$ cat src/rtl/level_wind_step_integrator_unit_macros.svh
// Assertion macros shared by the level-wind integrator RTL.
// Plain text macros only; no dependencies.
`ifndef LEVEL_WIND_STEP_INTEGRATOR_UNIT_MACROS_SVH
`define LEVEL_WIND_STEP_INTEGRATOR_UNIT_MACROS_SVH

// Same-cycle implication, disabled during reset
`define LWSI_ASSERT_SAME(label, clk, rst, ante, cons, msg) \
   label: assert property (@(posedge clk) disable iff (rst) (ante) |-> (cons)) \
      else $error(msg);

// Next-cycle implication, disabled during reset
`define LWSI_ASSERT_NEXT(label, clk, rst, ante, cons, msg) \
   label: assert property (@(posedge clk) disable iff (rst) (ante) |=> (cons)) \
      else $error(msg);

`endif

$ cat src/rtl/lwsi_pkg.sv
// Package for the level-wind step integrator: payload and control types,
// command and register codes, reset values. No dependencies.
package lwsi_pkg;

   // Command codes of an input item
   localparam logic [1:0] CMD_EDGE    = 2'd0;
   localparam logic [1:0] CMD_MESSAGE = 2'd1;
   localparam logic [1:0] CMD_TICK    = 2'd2;

   // Configuration register indexes
   localparam int CSR_INDEX_WIDTH = 3;
   localparam logic [CSR_INDEX_WIDTH-1:0] REG_ACCEL_STEP     = 3'd0;
   localparam logic [CSR_INDEX_WIDTH-1:0] REG_UPPER_LIMIT    = 3'd1;
   localparam logic [CSR_INDEX_WIDTH-1:0] REG_LOWER_LIMIT    = 3'd2;
   localparam logic [CSR_INDEX_WIDTH-1:0] REG_START_POSITION = 3'd3;
   localparam logic [CSR_INDEX_WIDTH-1:0] REG_TIMEOUT_LIMIT  = 3'd4;
   localparam logic [CSR_INDEX_WIDTH-1:0] REG_INDEXING_MODE  = 3'd5;

   localparam int CSR_DATA_WIDTH = 32;

   // Register reset values
   localparam logic        [15:0] RESET_ACCEL_STEP     = 16'd8;
   localparam logic signed [31:0] RESET_UPPER_LIMIT    = 32'sd524284000;
   localparam logic signed [31:0] RESET_LOWER_LIMIT    = -32'sd524288000;
   localparam logic signed [31:0] RESET_START_POSITION = -32'sd573274000;
   localparam logic        [9:0]  RESET_TIMEOUT_LIMIT  = 10'd512;

   typedef struct packed {
      logic [1:0] command;
      logic       edge_direction;
      logic       msg_enable;
   } lwsi_item_type;

   typedef struct packed {
      logic               step_pulse;
      logic               step_direction;
      logic               drive_enabled;
      logic signed [15:0] position_high;
      logic signed [31:0] velocity;
   } lwsi_result_type;

   // start_position is not held here; its write only presets the core
   typedef struct packed {
      logic        [15:0] accel_step;
      logic signed [31:0] upper_limit;
      logic signed [31:0] lower_limit;
      logic        [9:0]  timeout_limit;
      logic               indexing_mode;
   } lwsi_cfg_type;

   // Position preset issued by a start_position write
   typedef struct packed {
      logic               load;
      logic signed [31:0] value;
   } lwsi_preset_type;

endpackage

$ cat src/rtl/lwsi_channels.sv
// Valid/ready channel interfaces for request items and response items.
// Depends on lwsi_pkg.
interface lwsi_req_if import lwsi_pkg::*; ();
   logic       valid;
   logic       ready;
   logic [1:0] command;
   logic       edge_direction;
   logic       msg_enable;

   modport source (output valid, output command, output edge_direction,
                   output msg_enable, input ready);
   modport sink (input valid, input command, input edge_direction,
                 input msg_enable, output ready);
endinterface

interface lwsi_rsp_if import lwsi_pkg::*; ();
   logic               valid;
   logic               ready;
   logic               step_pulse;
   logic               step_direction;
   logic               drive_enabled;
   logic signed [15:0] position_high;
   logic signed [31:0] velocity;

   modport source (output valid, output step_pulse, output step_direction,
                   output drive_enabled, output position_high, output velocity,
                   input ready);
   modport sink (input valid, input step_pulse, input step_direction,
                 input drive_enabled, input position_high, input velocity,
                 output ready);
endinterface

$ cat src/rtl/lwsi_csr.sv
// Configuration registers of the level-wind integrator, plus the position
// preset strobe on a start_position write. Depends on lwsi_pkg.
module lwsi_csr import lwsi_pkg::*; (
   input  logic                       clock,
   input  logic                       reset,
   input  logic                       csr_write_enable,
   input  logic [CSR_INDEX_WIDTH-1:0] csr_index,
   input  logic [CSR_DATA_WIDTH-1:0]  csr_write_data,
   output lwsi_cfg_type               cfg,
   output lwsi_preset_type            preset
);

   lwsi_cfg_type cfg_ff;

   // Register file; unknown indexes are dropped
   always_ff @(posedge clock) begin
      if (reset) begin
         cfg_ff.accel_step     <= RESET_ACCEL_STEP;
         cfg_ff.upper_limit    <= RESET_UPPER_LIMIT;
         cfg_ff.lower_limit    <= RESET_LOWER_LIMIT;
         cfg_ff.timeout_limit  <= RESET_TIMEOUT_LIMIT;
         cfg_ff.indexing_mode  <= 1'b0;
      end else if (csr_write_enable) begin
         unique case (csr_index)
            REG_ACCEL_STEP:     cfg_ff.accel_step     <= csr_write_data[15:0];
            REG_UPPER_LIMIT:    cfg_ff.upper_limit    <= $signed(csr_write_data[31:0]);
            REG_LOWER_LIMIT:    cfg_ff.lower_limit    <= $signed(csr_write_data[31:0]);
            // only acts through the preset strobe below
            REG_START_POSITION: ;
            REG_TIMEOUT_LIMIT:  cfg_ff.timeout_limit  <= csr_write_data[9:0];
            REG_INDEXING_MODE:  cfg_ff.indexing_mode  <= csr_write_data[0];
            default: ;
         endcase
      end
   end

   assign cfg = cfg_ff;

   // Preset strobe, same edge as the register write
   assign preset.load  = csr_write_enable && (csr_index == REG_START_POSITION);
   assign preset.value = $signed(csr_write_data[31:0]);

endmodule

$ cat src/rtl/lwsi_core.sv
// Integrator state (position, velocity, watchdog, enable) and the single-pass
// update for one item. Depends on lwsi_pkg.
module lwsi_core import lwsi_pkg::*; (
   input  logic            clock,
   input  logic            reset,
   input  lwsi_cfg_type    cfg,
   input  lwsi_preset_type preset,
   input  logic            advance,
   input  lwsi_item_type   item,
   output lwsi_result_type result
);

   logic signed [31:0] position_ff, position_in;
   logic signed [31:0] speed_ff, speed_in;
   logic               last_dir_ff, last_dir_in;
   logic [15:0]        last_high_ff, last_high_in;
   logic               enabled_ff, enabled_in;
   logic [9:0]         silence_ff, silence_in;
   logic               pulse;
   logic               pulse_dir;
   logic [10:0]        silence_next;

   // Next state for the item in the input stage
   always_comb begin
      position_in  = position_ff;
      speed_in     = speed_ff;
      last_dir_in  = last_dir_ff;
      last_high_in = last_high_ff;
      enabled_in   = enabled_ff;
      silence_in   = silence_ff;
      pulse        = 1'b0;
      pulse_dir    = 1'b0;
      silence_next = {1'b0, silence_ff} + 11'd1;
      if (advance) begin
         unique case (item.command)
            CMD_EDGE: begin
               if (!cfg.indexing_mode) begin
                  // reversal, then zone acceleration
                  if (item.edge_direction != last_dir_ff) begin
                     last_dir_in = item.edge_direction;
                     speed_in    = -speed_ff;
                  end else if (position_ff >= cfg.upper_limit) begin
                     speed_in = speed_ff - $signed({16'd0, cfg.accel_step});
                  end else if (position_ff <= cfg.lower_limit) begin
                     speed_in = speed_ff + $signed({16'd0, cfg.accel_step});
                  end
                  position_in = position_ff + speed_in;
                  // whole-step crossing issues a pulse while the drive is enabled
                  if (position_in[31:16] != last_high_ff) begin
                     last_high_in = position_in[31:16];
                     if (enabled_ff) begin
                        pulse     = 1'b1;
                        pulse_dir = |speed_in[31:16];
                     end
                  end
               end
            end
            CMD_MESSAGE: begin
               silence_in = 10'd0;
               enabled_in = item.msg_enable;
            end
            CMD_TICK: begin
               // watchdog saturates at its limit and drops the drive
               if (silence_next >= {1'b0, cfg.timeout_limit}) begin
                  silence_in = cfg.timeout_limit;
                  enabled_in = 1'b0;
               end else begin
                  silence_in = silence_next[9:0];
               end
            end
            default: ;
         endcase
      end
   end

   // State registers; a start_position write presets the position
   always_ff @(posedge clock) begin
      if (reset) begin
         position_ff  <= RESET_START_POSITION;
         speed_ff     <= '0;
         last_dir_ff  <= 1'b0;
         last_high_ff <= RESET_START_POSITION[31:16];
         enabled_ff   <= 1'b1;
         silence_ff   <= '0;
      end else begin
         speed_ff    <= speed_in;
         last_dir_ff <= last_dir_in;
         enabled_ff  <= enabled_in;
         silence_ff  <= silence_in;
         if (preset.load) begin
            position_ff  <= preset.value;
            last_high_ff <= preset.value[31:16];
         end else begin
            position_ff  <= position_in;
            last_high_ff <= last_high_in;
         end
      end
   end

   assign result.step_pulse     = pulse;
   assign result.step_direction = pulse_dir;
   assign result.drive_enabled  = enabled_in;
   assign result.position_high  = position_in[31:16];
   assign result.velocity       = speed_in;

endmodule

$ cat src/rtl/level_wind_step_integrator_unit.sv
// Level-wind step integrator, top level.
// req_ch carries commands: encoder edge (with its direction), control
// message (with an enable bit) and watchdog tick. rsp_ch returns exactly one
// response per request: step pulse, step direction, drive enable, upper half
// of the position and the velocity after that request.
// A transferred request is captured in the input stage; its response is
// registered in the response register when that stage advances. Throughput:
// one request per cycle while rsp_ch does not stall; the whole update
// is one pass through the compare/add path between the input stage and the response register.
// If rsp_ch stalls, the response register holds and one further request
// waits in the input stage; req_ch.ready drops only when both are full.
// Synchronous reset empties both stages, loads the registers with their
// defaults and the position with the default start position, clears the
// velocity and watchdog and enables the drive.
// csr_* writes take effect at the write edge; a start_position write also
// presets the position. Write only while no request is in flight.
`include "level_wind_step_integrator_unit_macros.svh"

module level_wind_step_integrator_unit import lwsi_pkg::*; (
   input  logic                       clock,
   input  logic                       reset,
   lwsi_req_if.sink                   req_ch,
   lwsi_rsp_if.source                 rsp_ch,
   input  logic                       csr_write_enable,
   input  logic [CSR_INDEX_WIDTH-1:0] csr_index,
   input  logic [CSR_DATA_WIDTH-1:0]  csr_write_data
);

   lwsi_cfg_type    cfg;
   lwsi_preset_type preset;
   lwsi_item_type   item_ff;
   lwsi_result_type result;
   lwsi_result_type result_ff;
   logic            in_valid_ff;
   logic            out_valid_ff;
   logic            advance;

   lwsi_csr u_csr (
      .clock            (clock),
      .reset            (reset),
      .csr_write_enable (csr_write_enable),
      .csr_index        (csr_index),
      .csr_write_data   (csr_write_data),
      .cfg              (cfg),
      .preset           (preset)
   );

   lwsi_core u_core (
      .clock   (clock),
      .reset   (reset),
      .cfg     (cfg),
      .preset  (preset),
      .advance (advance),
      .item    (item_ff),
      .result  (result)
   );

   // Input stage moves on when the response register is free
   assign advance      = in_valid_ff && (!out_valid_ff || rsp_ch.ready);
   assign req_ch.ready = !in_valid_ff || advance;

   always_ff @(posedge clock) begin
      if (reset) begin
         in_valid_ff  <= 1'b0;
         out_valid_ff <= 1'b0;
      end else begin
         if (req_ch.ready) begin
            in_valid_ff <= req_ch.valid;
         end
         if (advance) begin
            out_valid_ff <= 1'b1;
         end else if (rsp_ch.ready) begin
            out_valid_ff <= 1'b0;
         end
      end
   end

   // Payload registers
   always_ff @(posedge clock) begin
      if (req_ch.valid && req_ch.ready) begin
         item_ff.command        <= req_ch.command;
         item_ff.edge_direction <= req_ch.edge_direction;
         item_ff.msg_enable     <= req_ch.msg_enable;
      end
      if (advance) begin
         result_ff <= result;
      end
   end

   assign rsp_ch.valid          = out_valid_ff;
   assign rsp_ch.step_pulse     = result_ff.step_pulse;
   assign rsp_ch.step_direction = result_ff.step_direction;
   assign rsp_ch.drive_enabled  = result_ff.drive_enabled;
   assign rsp_ch.position_high  = result_ff.position_high;
   assign rsp_ch.velocity       = result_ff.velocity;

   // Checks
   `LWSI_ASSERT_SAME(a_pulse_needs_drive, clock, reset, rsp_ch.valid && rsp_ch.step_pulse, rsp_ch.drive_enabled, "step pulse while drive disabled")
   `LWSI_ASSERT_SAME(a_dir_only_on_pulse, clock, reset, rsp_ch.valid && !rsp_ch.step_pulse, !rsp_ch.step_direction, "step direction set without pulse")
   `LWSI_ASSERT_NEXT(a_stage_holds, clock, reset, in_valid_ff && !advance, in_valid_ff, "stalled request lost from input stage")

endmodule
$ cat src/flat_wrapper.sv
// flat-port wrapper written by rule: the top's interface ports become plain ports
module level_wind_step_integrator_unit_flat import lwsi_pkg::*;
  (clock, reset, csr_write_enable, csr_index, csr_write_data, req_ch_valid, req_ch_command, req_ch_edge_direction, req_ch_msg_enable, req_ch_ready, rsp_ch_valid, rsp_ch_step_pulse, rsp_ch_step_direction, rsp_ch_drive_enabled, rsp_ch_position_high, rsp_ch_velocity, rsp_ch_ready);
  lwsi_req_if req_ch_i ();
  lwsi_rsp_if rsp_ch_i ();
  input  logic clock;
  input  logic reset;
  input  logic csr_write_enable;
  input  logic [CSR_INDEX_WIDTH-1:0] csr_index;
  input  logic [CSR_DATA_WIDTH-1:0] csr_write_data;
  input wire logic [$bits(req_ch_i.valid)-1:0] req_ch_valid;
  input wire logic [$bits(req_ch_i.command)-1:0] req_ch_command;
  input wire logic [$bits(req_ch_i.edge_direction)-1:0] req_ch_edge_direction;
  input wire logic [$bits(req_ch_i.msg_enable)-1:0] req_ch_msg_enable;
  output wire logic [$bits(req_ch_i.ready)-1:0] req_ch_ready;
  output wire logic [$bits(rsp_ch_i.valid)-1:0] rsp_ch_valid;
  output wire logic [$bits(rsp_ch_i.step_pulse)-1:0] rsp_ch_step_pulse;
  output wire logic [$bits(rsp_ch_i.step_direction)-1:0] rsp_ch_step_direction;
  output wire logic [$bits(rsp_ch_i.drive_enabled)-1:0] rsp_ch_drive_enabled;
  output wire logic [$bits(rsp_ch_i.position_high)-1:0] rsp_ch_position_high;
  output wire logic [$bits(rsp_ch_i.velocity)-1:0] rsp_ch_velocity;
  input wire logic [$bits(rsp_ch_i.ready)-1:0] rsp_ch_ready;
  assign req_ch_i.valid = req_ch_valid;
  assign req_ch_i.command = req_ch_command;
  assign req_ch_i.edge_direction = req_ch_edge_direction;
  assign req_ch_i.msg_enable = req_ch_msg_enable;
  assign req_ch_ready = req_ch_i.ready;
  assign rsp_ch_valid = rsp_ch_i.valid;
  assign rsp_ch_step_pulse = rsp_ch_i.step_pulse;
  assign rsp_ch_step_direction = rsp_ch_i.step_direction;
  assign rsp_ch_drive_enabled = rsp_ch_i.drive_enabled;
  assign rsp_ch_position_high = rsp_ch_i.position_high;
  assign rsp_ch_velocity = rsp_ch_i.velocity;
  assign rsp_ch_i.ready = rsp_ch_ready;
  level_wind_step_integrator_unit u_core (.clock(clock), .reset(reset), .req_ch(req_ch_i), .rsp_ch(rsp_ch_i), .csr_write_enable(csr_write_enable), .csr_index(csr_index), .csr_write_data(csr_write_data));
endmodule
$ cat config.mk
export PLATFORM = sky130hd
export DESIGN_NAME = level_wind_step_integrator_unit_flat
export DESIGN_NICKNAME = d
export VERILOG_FILES = /design/src/rtl/lwsi_pkg.sv /design/src/rtl/lwsi_channels.sv /design/src/rtl/lwsi_csr.sv /design/src/rtl/lwsi_core.sv /design/src/rtl/level_wind_step_integrator_unit.sv /design/src/flat_wrapper.sv
export VERILOG_INCLUDE_DIRS = /design/src /design/src/rtl
export SDC_FILE = /design/constraint.sdc
export NUM_CORES = 1
export LEC_CHECK = 0
export ABC_AREA = 0
export BUFFER_PORTS_ARGS = -buffer_cell sky130_fd_sc_hd__buf_4
export CAP_MARGIN = 20
export CELL_PAD_IN_SITES_DETAIL_PLACEMENT = 2
export CELL_PAD_IN_SITES_GLOBAL_PLACEMENT = 2
export CORE_MARGIN = 8
export CORE_UTILIZATION = 41
export CTS_CLUSTER_DIAMETER = 120
export DETAILED_ROUTE_END_ITERATION = 10
export HOLD_SLACK_MARGIN = 0.12
export PLACE_DENSITY_LB_ADDON = 0.1
export SYNTH_ARGS = -nofsm -noshare
export SYNTH_HDL_FRONTEND = slang
export SYNTH_HIERARCHICAL = 1
export SYNTH_SLANG_ARGS = --single-unit
$ cat constraint.sdc
create_clock -name clock -period 16.8 [get_ports clock]
set_clock_uncertainty 0.1 [all_clocks]
set_input_delay 0 -clock clock [delete_from_list [all_inputs] [get_ports clock]]
set_output_delay 0 -clock clock [all_outputs]
set_load 0.02 [all_outputs]
==> metrics.txt, run 1 <==
status complete, no violations; Final Max Slew Viols 0; Layout Cells excl Fill 2,718; top-area cell type share of the netlist area about a fifth; vias in the first global route around 18,000; Design Area, Final 20,000 sq um; nature of the critical path startpoint flop; max layer used met4; TritonCTS buffer count 31; CTS Hold Bufs 62; Peak VDD IR 86.21 uV; Final Hold Fails 0; Synth Instances 2,098; Residual DRC 0; total track usage 28.58%; placed cell areas 18,370 sq um; max-cap viol count 0; row count 75; final period utilization a little over half; Final setup viols 0; die area 49,660 sq um; RSZ-0062 raised after global routing false; metal3 WL 3.275 mm; type of the tightest min-delay check input pin to flop; kind of critical path flop to flop; post-synthesis area per instance 8.362 sq um; WL met1 31.72 mm; total gr overflow 0; Pwr Density a little over 100 nW/um^2; initial antenna violation count 0; Die W 222.9 um; htree depth 1; Routed Antenna Nets 0; Vias/cell 6.133; Synth Flop Type dfxtp_1; number of synthesized flops with an enable pin 55; CP max FO 14; post-synthesis sequential area ratio 30.53%; die height 222.9 um; largest net degree at the start of global routing 90; Synth Register Bits 240; core footprint 42,130 sq um; placed cells roughly 2,600; met2 wire len 35.83 mm; Starting Density 41.64%; layout cells sized above 1 10.28%; setup TNS 0 ns; drt total wl 73.12 mm; fmax about 0.11 GHz; Max-slew headroom 28.21%; min Tclk post-route between 9 and 10 ns; post_cts resized 0; Layout Area Growth over Synthesis 14.01%; Commonest cells post-synth nor2_1 (190), dfxtp_1 (185), nand2_1 (160); cell at the slowest stage of the critical path nor4_1; # Post-CTS Setup Buffers 0; ys async rst share 0%; 1st-pass router iterations 5; count leader, synth nor2_1; top cells by area, synth dfxtp_1 (21%), ha_1 (11%), edfxtp_1 (9.4%), mux2i_1 (5.3%), nand2b_1 (4.2%); clock sinks 240; I/O Buffers 96; Yosys top cell by area dfxtp_1; worst-path cell chain inv_1 > ha_1 > nand4_1 > nor4_1 > nor3b_1 > a211oi_1 > buf_4 > nor2_1 > buf_6 > nor2_1 > a221o_1 > a311oi_1 > inv_1 > ha_1 > nand4_1 > nor3_2 > o21ai_0 > a21oi_1 > o32ai_1 > or4_1 > or4_4 > or4_1 > o21ai_2 > a211oi_1; I/O Pins 97; CP peak stage delay about 0.9 ns; Yosys cell types 100; CTS max path bufs 3; Worst EP required 17.00 ns; Worst EP arrival 9.33 ns; n_diodes 0; fill count 4,605; Ys Warns 6; routability-driven placement congestion ratio 0.9096; half-perimeter wire length after placement around 50 mm; Final nets 2,351; Mapped Nets ~2,300; Setup crit end kind flop; worst path bufs/invs 4; Avg WL per Cell 26.90 um; Root Buffer clkbuf_16; Static Leakage 0.008384 uW; Top delay family on crit path simple AND/OR/NAND/NOR gates; Skew-Pair Late Insertion Delay 0.60 ns; Vias 16,670; Clock transition at path regs about 0.060 ns; Slew @ Worst Pin 1.069 ns; Cell Area, Synth 17,540 sq um; clock tree from TritonCTS yes; DRT iter0 DRCs 1,048; first-pass GRT wire length between 100 and 150 mm
[registers in the layout, indices dropped and copies added (netlist names), 4 cells and up]
register / cells
u_core/u_csr/cfg: 91
u_core/rsp_ch.velocity: 32
u_core/u_core/position_ff: 32
u_core/u_core/speed_ff: 32
u_core/rsp_ch.position_high: 16
u_core/u_core/last_high_ff: 16
u_core/u_core/silence_ff: 10
u_core/item_ff: 4
[cells by family after synthesis]
logic type / Yosys count / synth area share [%]
simple gates: 723 / 21.15
flops: 240 / 30.53
buf+inv: 295 / 7.332
fa+ha+maj: 153 / 11.04
compound gates: 493 / 18.93
xor+xnor: 88 / 4.886
mux: 106 / 6.141
[worst reg2reg max path, cell delays in order (launching register included)]
cell	delay, ns
dfxtp_1	0.34
inv_1	0.06
ha_1	0.36
nand4_1	0.26
nor4_1	0.90
nor3b_1	0.36
a211oi_1	0.14
buf_4	0.28
nor2_1	0.43
buf_6	0.24
nor2_1	0.13
a221o_1	0.40
a311oi_1	0.37
inv_1	0.20
ha_1	0.39
nand4_1	0.21
nor3_2	0.39
o21ai_0	0.22
a21oi_1	0.44
o32ai_1	0.15
or4_1	0.46
or4_4	0.57
or4_1	0.57
o21ai_2	0.76
a211oi_1	0.09
[power breakdown]
| part | switching (uW) | internal (uW) | total (uW) |
|---|---|---|---|
| sequential | 23.1 | 614 | 637 |
| clock | 281 | 397 | 678 |
| combinational | 491 | 259 | 751 |
[metrics by stage]
stage	setup WS [ns]	utilization [%]	total power (uW)	hold WS, ns
global route	7.319	47.47	2149	0.1657
global placement	7.533	43.57	1329	0.07981
finish	7.668	47.47	2065	0.1543
floorplan	9.964	-	1127	-0.03756
detailed placement	7.974	43.59	1353	0.07959
CTS	7.906	47.47	2049	0.1201
[placed cells by master, fill, tap and decap left out, types with 12 or more instances in the layout]
cell	Yosys	final
mux2_2	12	12
o211ai_1	22	22
xnor2_1	49	48
a21oi_1	126	126
xor2_1	32	31
o21a_1	13	13
a21o_1	23	23
mux2i_1	93	93
o21ai_0	91	90
buf_4	39	113
inv_1	142	142
nor3_1	43	43
o21ai_1	11	12
nand2_1	160	160
a211oi_1	30	30
ha_1	150	150
nor2_1	190	188
o31ai_1	13	13
and2_1	38	38
dlygate4sd3_1	0	62
nand3_1	40	40
clkbuf_16	0	31
nand2b_1	118	118
dfxtp_1	185	185
nand4_1	23	23
a31oi_1	23	23
edfxtp_1	55	55
or3_1	14	14
nor4_1	15	15
[cell type report]
cell class / count / area, sq um / share of cell area [%]
clock buffers: 41 / 843.3 / 4.216
clock inverters: 17 / 170.2 / 0.8507
inverters: 142 / 533.0 / 2.665
multi-input cells: 1563 / 10950 / 54.72
flip-flops and latches: 240 / 5355 / 26.77
well taps: 539 / 674.4 / 3.372
repair buffers: 176 / 1480 / 7.400
[final timing paths]
check | startpoint | endpoint | slack, ns | cells past startpoint
setup / recovery | u_core/u_csr/cfg[42] | u_core/rsp_ch.step_direction | 7.67 | 24
hold / removal | csr_write_data[16] | u_core/u_csr/cfg[59] | 0.15 | 4
setup reg to reg | u_core/u_csr/cfg[42] | u_core/rsp_ch.step_direction | 7.67 | 24
hold reg to reg | u_core/u_csr/cfg[65] | u_core/u_csr/cfg[65] | 0.38 | 2
[per-layer routing]
layer  vias to the layer above  global-route usage, %
li1                       7550                      -
met4                         0                  8.666
met3                       151                  3.371
met1                      8497                  36.08
met2                       472                  50.49
met5                         -                      0
Power figures use the tool's default switching activity.
==> run 2: changes to the inputs <==
ABC_AREA = 1   (was 0)
CORE_UTILIZATION = 31   (was 41)
clock period = 7.9 ns   (was 16.8 ns; I/O delays follow)
==> run 2 against run 1 <==
Net effect:
- setup slack worse by 6.7 ns
- sequential power is 120% higher
- fmax is 32% higher
- via count is 21% higher
- critical path type unchanged
- combinational power is 130% higher
- critical path depth is 16 higher
- area after synthesis is 8.3% higher
- highest routed layer unchanged
- non-clock buffer count is 32 higher
- register-to-register slack worse by 6.7 ns
==> metrics.txt, run 2 <==
clock tree from TritonCTS yes (unchanged); total track usage 24.81% (was 28.58%); Vias 20,170 (was 16,670); post_cts resized 0 (unchanged); leading cell type in the layout, fill and taps excluded nand2_1 (was nor2_1); post-synthesis sequential area ratio 28.20% (was 30.53%); Clock transition at path regs 0.06 ns (about the same); metal3 WL 3.523 mm (was 3.275 mm); Worst EP arrival 7.28 ns (was 9.33 ns); Peak VDD IR 119.2 uV (was 86.21 uV); Yosys cell types 59 (was 100); drt total wl 88.13 mm (was 73.12 mm); RSZ-0062 raised after global routing false (unchanged); final period utilization 87.31% (was 54.35%); Root Buffer clkbuf_16 (unchanged); Final Hold Fails 0 (unchanged); I/O Buffers 96 (unchanged); Yosys top cell by area dfxtp_1 (unchanged); DRT iter0 DRCs 931 (was 1,048); Ys Warns 6 (unchanged); die area 69,440 sq um (was 49,660 sq um); clock sinks 240 (unchanged); TritonCTS buffer count 34 (was 31); Skew-Pair Late Insertion Delay 0.56 ns (was 0.60 ns); initial antenna violation count 4 (was 0); count leader, synth nand2_1 (was nor2_1); Worst EP required 8.28 ns (was 17.00 ns); Final Max Slew Viols 0 (unchanged); # Post-CTS Setup Buffers 0 (unchanged); vias in the first global route 21,850 (was 18,330); htree depth 2 (was 1); Static Leakage 0.01107 uW (was 0.008384 uW); I/O Pins 97 (unchanged); placed cell areas 20,190 sq um (was 18,370 sq um); Mapped Nets 3,155 (was 2,295); min Tclk post-route 6.897 ns (was 9.132 ns); ys async rst share 0% (unchanged); Slew @ Worst Pin 0.9542 ns (was 1.069 ns); Cell Area, Synth 18,990 sq um (was 17,540 sq um); routability-driven placement congestion ratio 0.9304 (was 0.9096); row count 90 (was 75); Vias/cell 5.200 (was 6.133); Setup crit end kind flop (unchanged); Die W 263.5 um (was 222.9 um); 1st-pass router iterations 5 (unchanged); first-pass GRT wire length 134.0 mm (was 112.7 mm); Starting Density 31.41% (was 41.64%); CP max FO 13 (was 14); CP most frequent cell nand2_1; setup TNS 0 ns (unchanged); Avg WL per Cell 22.73 um (was 26.90 um); Max-slew headroom 36.23% (was 28.21%); number of synthesized flops with an enable pin 55 (unchanged); status complete, no violations (unchanged); CTS Hold Bufs 87 (was 62); max layer used met4 (unchanged); Layout Area Growth over Synthesis 16.46% (was 14.01%); Synth Register Bits 240 (unchanged); Routed Antenna Nets 0 (unchanged); CP peak stage delay 0.62 ns (was 0.90 ns); kind of critical path flop to flop (unchanged); top-area cell type share of the netlist area 19.50% (was 21.11%); Pwr Density 207.6 nW/um^2 (was 103.3 nW/um^2); post-synthesis area per instance 6.421 sq um (was 8.362 sq um); nature of the critical path startpoint flop (unchanged); Residual DRC 0 (unchanged); placed cells 3,727 (was 2,598); top cells by area, synth dfxtp_1 (20%), nand2_1 (16%), ha_1 (9.9%), edfxtp_1 (8.7%), inv_1 (8.7%) (was dfxtp_1 (21%), ha_1 (11%), edfxtp_1 (9.4%), mux2i_1 (5.3%), nand2b_1 (4.2%)); Final setup viols 0 (unchanged); max-cap viol count 0 (unchanged); half-perimeter wire length after placement 69.52 mm (was 50.04 mm); met2 wire len 41.80 mm (was 35.83 mm); Design Area, Final 22,120 sq um (was 20,000 sq um); core footprint 60,470 sq um (was 42,130 sq um); Hold Slack 0.1739 ns (was 0.1543 ns); Commonest cells post-synth nand2_1 (808), inv_1 (440), nor2_1 (357) (was nor2_1 (190), dfxtp_1 (185), nand2_1 (160)); Synth Instances 2,958 (was 2,098); fmax 0.1450 GHz (was 0.1095 GHz); total gr overflow 0 (unchanged); CTS max path bufs 3 (unchanged); Synth Flop Type dfxtp_1 (unchanged); largest net degree at the start of global routing 68 (was 90); layout cells sized above 1 8.274% (was 10.28%); Final nets 3,266 (was 2,351); number of flip-flops under the largest register name 91 (unchanged); die height 263.5 um (was 222.9 um); WL met1 40.21 mm (was 31.72 mm); Layout Cells excl Fill 3,878 (was 2,718); min setup slack post-route 1.003 ns (was 7.668 ns); pre-CTS worst setup slack 1.072 ns (was 7.974 ns); commonest non-fill, non-tap cells in the layout nand2_1 (807), inv_1 (440), nor2_1 (356), nand3_1 (217), dfxtp_1 (185) (was nor2_1 (188), dfxtp_1 (185), nand2_1 (160), ha_1 (150), inv_1 (142)); fill count 7,310 (was 4,605); type of the tightest min-delay check input pin to flop (unchanged); cell at the slowest stage of the critical path dfxtp_1 (was nor4_1)
==> run 2: cell count changes in the layout (fill, tap and decap cells not counted), sizes merged, moves of 31 or more <==
cell and change:
a21oi +31, and2 -41, inv +313, mux2i -92, nand2 +660, nand2b -118
nand3 +187, nor2 +185, xnor2 -47, xor2 +40
==> run 2: worst paths after layout <==
kind | slack [ns] | end | depth (start not counted) | from
setup reg to reg | 1.00 | u_core/u_core/last_high_ff[2] | 40 | u_core/u_core/position_ff[19]
setup / recovery | 1.00 | u_core/u_core/last_high_ff[2] | 40 | u_core/u_core/position_ff[19]
hold / removal | 0.17 | u_core/u_core/position_ff[11] | 4 | csr_write_data[11]
hold reg to reg | 0.38 | u_core/u_csr/cfg[61] | 2 | u_core/u_csr/cfg[61]
==> run 2: critical path: cells and delay by family, from the launching register on <==
kind / cells / cell delay, ns
buf+inv: 5 / 1.10
simple gates: 29 / 2.99
flops: 1 / 0.62
fa+ha+maj: 2 / 0.78
xor+xnor: 1 / 0.26
compound gates: 3 / 0.95
==> run 2: area by class of cell <==
type,count,area [sq um],share of cell area (%)
multi-input combinational,2127,11230,50.78
clock buffer,46,915.9,4.141
antenna,2,5.005,0.02263
sequential,240,5355,24.21
timing repair buffer,208,1779,8.044
inverter,458,1722,7.784
tap,782,978.4,4.424
clock inverter,15,130.1,0.5883
==> run 2: per-layer routing <==
layer	vias to the layer above	track usage, %
li1	9597	-
met1	10010	32.02
met2	421	42.59
met3	135	3.281
met4	0	7.698
met5	-	0
==> run 2: through the flow <==
step / power (uW) / util (%)
after detailed placement: 3087 / 33.39
final: 4591 / 36.58
after floorplan: 2481 / -
after global placement: 3026 / 33.39
after global routing: 4865 / 36.58
after CTS: 4633 / 36.55
==> run 2: report_power, final <==
part / internal [uW] / switching [uW] / leakage, uW
combinational: 517 / 1210 / 0.00853
sequential: 1320 / 68.0 / 0.00202
clock: 854 / 630 / 0.000515
==> run 2: kinds of logic after synthesis <==
family                     synth area share, %
xor gates and xnor gates                 3.584
adders and majority gates                10.20
AOI/OAI and AO/OA                        11.55
DFF                                      28.20
muxes                                  0.05271
and+or+nand+nor                          33.53
buffers and inverters                    12.89
==> run 3: changes to the inputs <==
ABC_AREA = unset   (was 1)
CORE_MARGIN = 4   (was 8)
CORE_UTILIZATION = 35   (was 31)
==> run 3 against run 2 <==
Net effect:
- register-to-register slack got worse by 0.68 ns
- sequential power hardly changed
- wire length fell by 13%
- global-route usage grew 3.2 points
- critical path depth fell by 13
- fmax down 8.9%
- cell area is 4.8% lower
- setup slack got worse by 0.68 ns
- flip-flop and latch count unchanged
- critical path type unchanged
- count of clock-buffer cells in the layout decreased by 7
- non-clock buffer count up 55
- worst hold slack lost 0.042 ns
- critical endpoint is now u_core/u_core/last_high_ff[1]
==> metrics.txt, run 3 (synthesis gave the netlist of run 1 again) <==
total gr overflow 0 (unchanged); I/O Buffers 96 (unchanged); Final nets 2,438 (was 3,266); CTS max path bufs 3 (unchanged); Max-slew headroom 33.88% (was 36.23%); Vias/cell 5.696 (was 5.200); pre-CTS worst setup slack -0.04087 ns (was 1.072 ns); CP Depth 27 (was 40); worst path bufs/invs 5 (unchanged); Layout Cells excl Fill 2,932 (was 3,878); Clock transition at path regs 0.07 ns (was 0.06 ns); Peak VDD IR 158.3 uV (was 119.2 uV); Final Max Slew Viols 0 (unchanged); DRT iter0 DRCs 1,090 (was 931); Starting Density 35.62% (was 31.41%); die height 231.9 um (was 263.5 um); layout cells sized above 1 13.95% (was 8.274%); Worst EP arrival 7.99 ns (was 7.28 ns); I/O Pins 97 (unchanged); routability-driven placement congestion ratio 0.9161 (was 0.9304); Die W 231.9 um (was 263.5 um); CP most frequent cell buf_4 (was nand2_1); min Tclk post-route 7.573 ns (was 6.897 ns); Setup crit end kind flop (unchanged); status complete, no violations (unchanged); hold depth 4 (unchanged); die area 53,770 sq um (was 69,440 sq um); commonest non-fill, non-tap cells in the layout nor2_1 (188), dfxtp_1 (184), buf_4 (179), nand2_1 (160), ha_1 (145) (was nand2_1 (807), inv_1 (440), nor2_1 (356), nand3_1 (217), dfxtp_1 (185)); Vias 16,700 (was 20,170); clock tree from TritonCTS yes (unchanged); fmax 0.1321 GHz (was 0.1450 GHz); vias in the first global route 18,050 (was 21,850); setup TNS 0 ns (unchanged); Worst EP required 8.32 ns (was 8.28 ns); Avg WL per Cell 26.26 um (was 22.73 um); Crit Reg-Reg Startpoint u_core/u_core/position_ff[31] (was u_core/u_core/position_ff[19]); Routed Antenna Nets 0 (unchanged); Root Buffer clkbuf_16 (unchanged); Layout Area Growth over Synthesis 20.01% (was 16.46%); leading cell type in the layout, fill and taps excluded nor2_1 (was nand2_1); clock sinks 240 (unchanged); final period utilization 95.86% (was 87.31%); placed cells 2,787 (was 3,727); Min-Delay Startpoint csr_write_data[15] (was csr_write_data[11]); first-pass GRT wire length 115.7 mm (was 134.0 mm); Skew-Pair Late Insertion Delay 0.62 ns (was 0.56 ns); CP max FO 11 (was 13); cell at the slowest stage of the critical path or4_1 (was dfxtp_1); htree depth 1 (was 2); Final setup viols 0 (unchanged); Residual DRC 0 (unchanged); drt total wl 77.00 mm (was 88.13 mm); min setup slack post-route 0.3274 ns (was 1.003 ns); placed cell areas 19,030 sq um (was 20,190 sq um); total track usage 27.99% (was 24.81%); row count 81 (was 90); 1st-pass router iterations 7 (was 5); Slew @ Worst Pin 0.9814 ns (was 0.9542 ns); CP peak stage delay 0.54 ns (was 0.62 ns); half-perimeter wire length after placement 57.29 mm (was 69.52 mm); Top delay family on crit path simple AND/OR/NAND/NOR gates (unchanged); Pwr Density 221.5 nW/um^2 (was 207.6 nW/um^2); nature of the critical path startpoint flop (unchanged); max-cap viol count 0 (unchanged); Tot Pwr 4663 uW (was 4591 uW); number of flip-flops under the largest register name 91 (unchanged); Setup crit start u_core/u_core/position_ff[31] (was u_core/u_core/position_ff[19]); R2R cell count 27 (was 40); kind of critical path flop to flop (unchanged); core footprint 49,250 sq um (was 60,470 sq um); Static Leakage 0.008889 uW (was 0.01107 uW); initial antenna violation count 9 (was 4); type of the tightest min-delay check input pin to flop (unchanged); Design Area, Final 21,050 sq um (was 22,120 sq um); largest net degree at the start of global routing 73 (was 68); Final Hold Fails 0 (unchanged); TritonCTS buffer count 31 (was 34)
run 3: worst paths after layout:
kind                                                       to  slack [ns]
worst max-delay path            u_core/u_core/last_high_ff[1]        0.33
worst min-delay path            u_core/u_core/position_ff[15]        0.13
worst max register to register  u_core/u_core/last_high_ff[1]        0.33
worst min register to register           u_core/u_csr/cfg[22]        0.38
run 3: stage by stage:
step	utilization [%]	hold slack [ns]
after floorplan	-	-0.03756
after global placement	38.63	0.07962
after detailed placement	38.63	0.08072
after CTS	42.53	0.1205
after global routing	42.74	0.1603
final	42.74	0.1318
run 3: power by group:
part / internal [uW] / total (uW) / switching (uW)
clock network: 938 / 1560 / 617
logic: 654 / 1750 / 1090
registers: 1310 / 1360 / 54.2
total: 2900 / 4660 / 1760
run 3: worst min-delay path, delay by kind of cell:
family	cells	cell delay, ns
compound gates	1	0.07
buf+inv	2	0.69
simple gates	1	0.05
run 3: cell type report:
class / instances / area, sq um
clock inverters: 19 / 272.8
flip-flops and latches: 240 / 5356
clock buffers: 39 / 825.8
fillers: 5487 / 28200
well taps: 664 / 830.8
multi-input cells: 1563 / 11030
repair buffers: 263 / 2202
diodes: 2 / 5.005
inverters: 142 / 533.0
run 3: metal layers:
metal / global-route usage [%] / wire (um) / up-vias / share of wire (%)
li1: - / - / 7715 / -
met1: 39.34 / 36690 / 8554 / 48
met2: 45.22 / 34730 / 330 / 45
met3: 4.158 / 3506 / 99 / 4.6
met4: 6.987 / 2042 / 4 / 2.7
met5: 0 / 36 / - / 0.047
run 3: repair_timing:
item / 4_1_cts / 5_1_grt
endpoints found under the hold margin: 152 / 0
setup buffers: 0 / 3
endpoints found under the setup margin: 14 / 16
gates resized for setup: 2 / 19
pin swaps: 0 / 2
hold buffers: 81 / 0
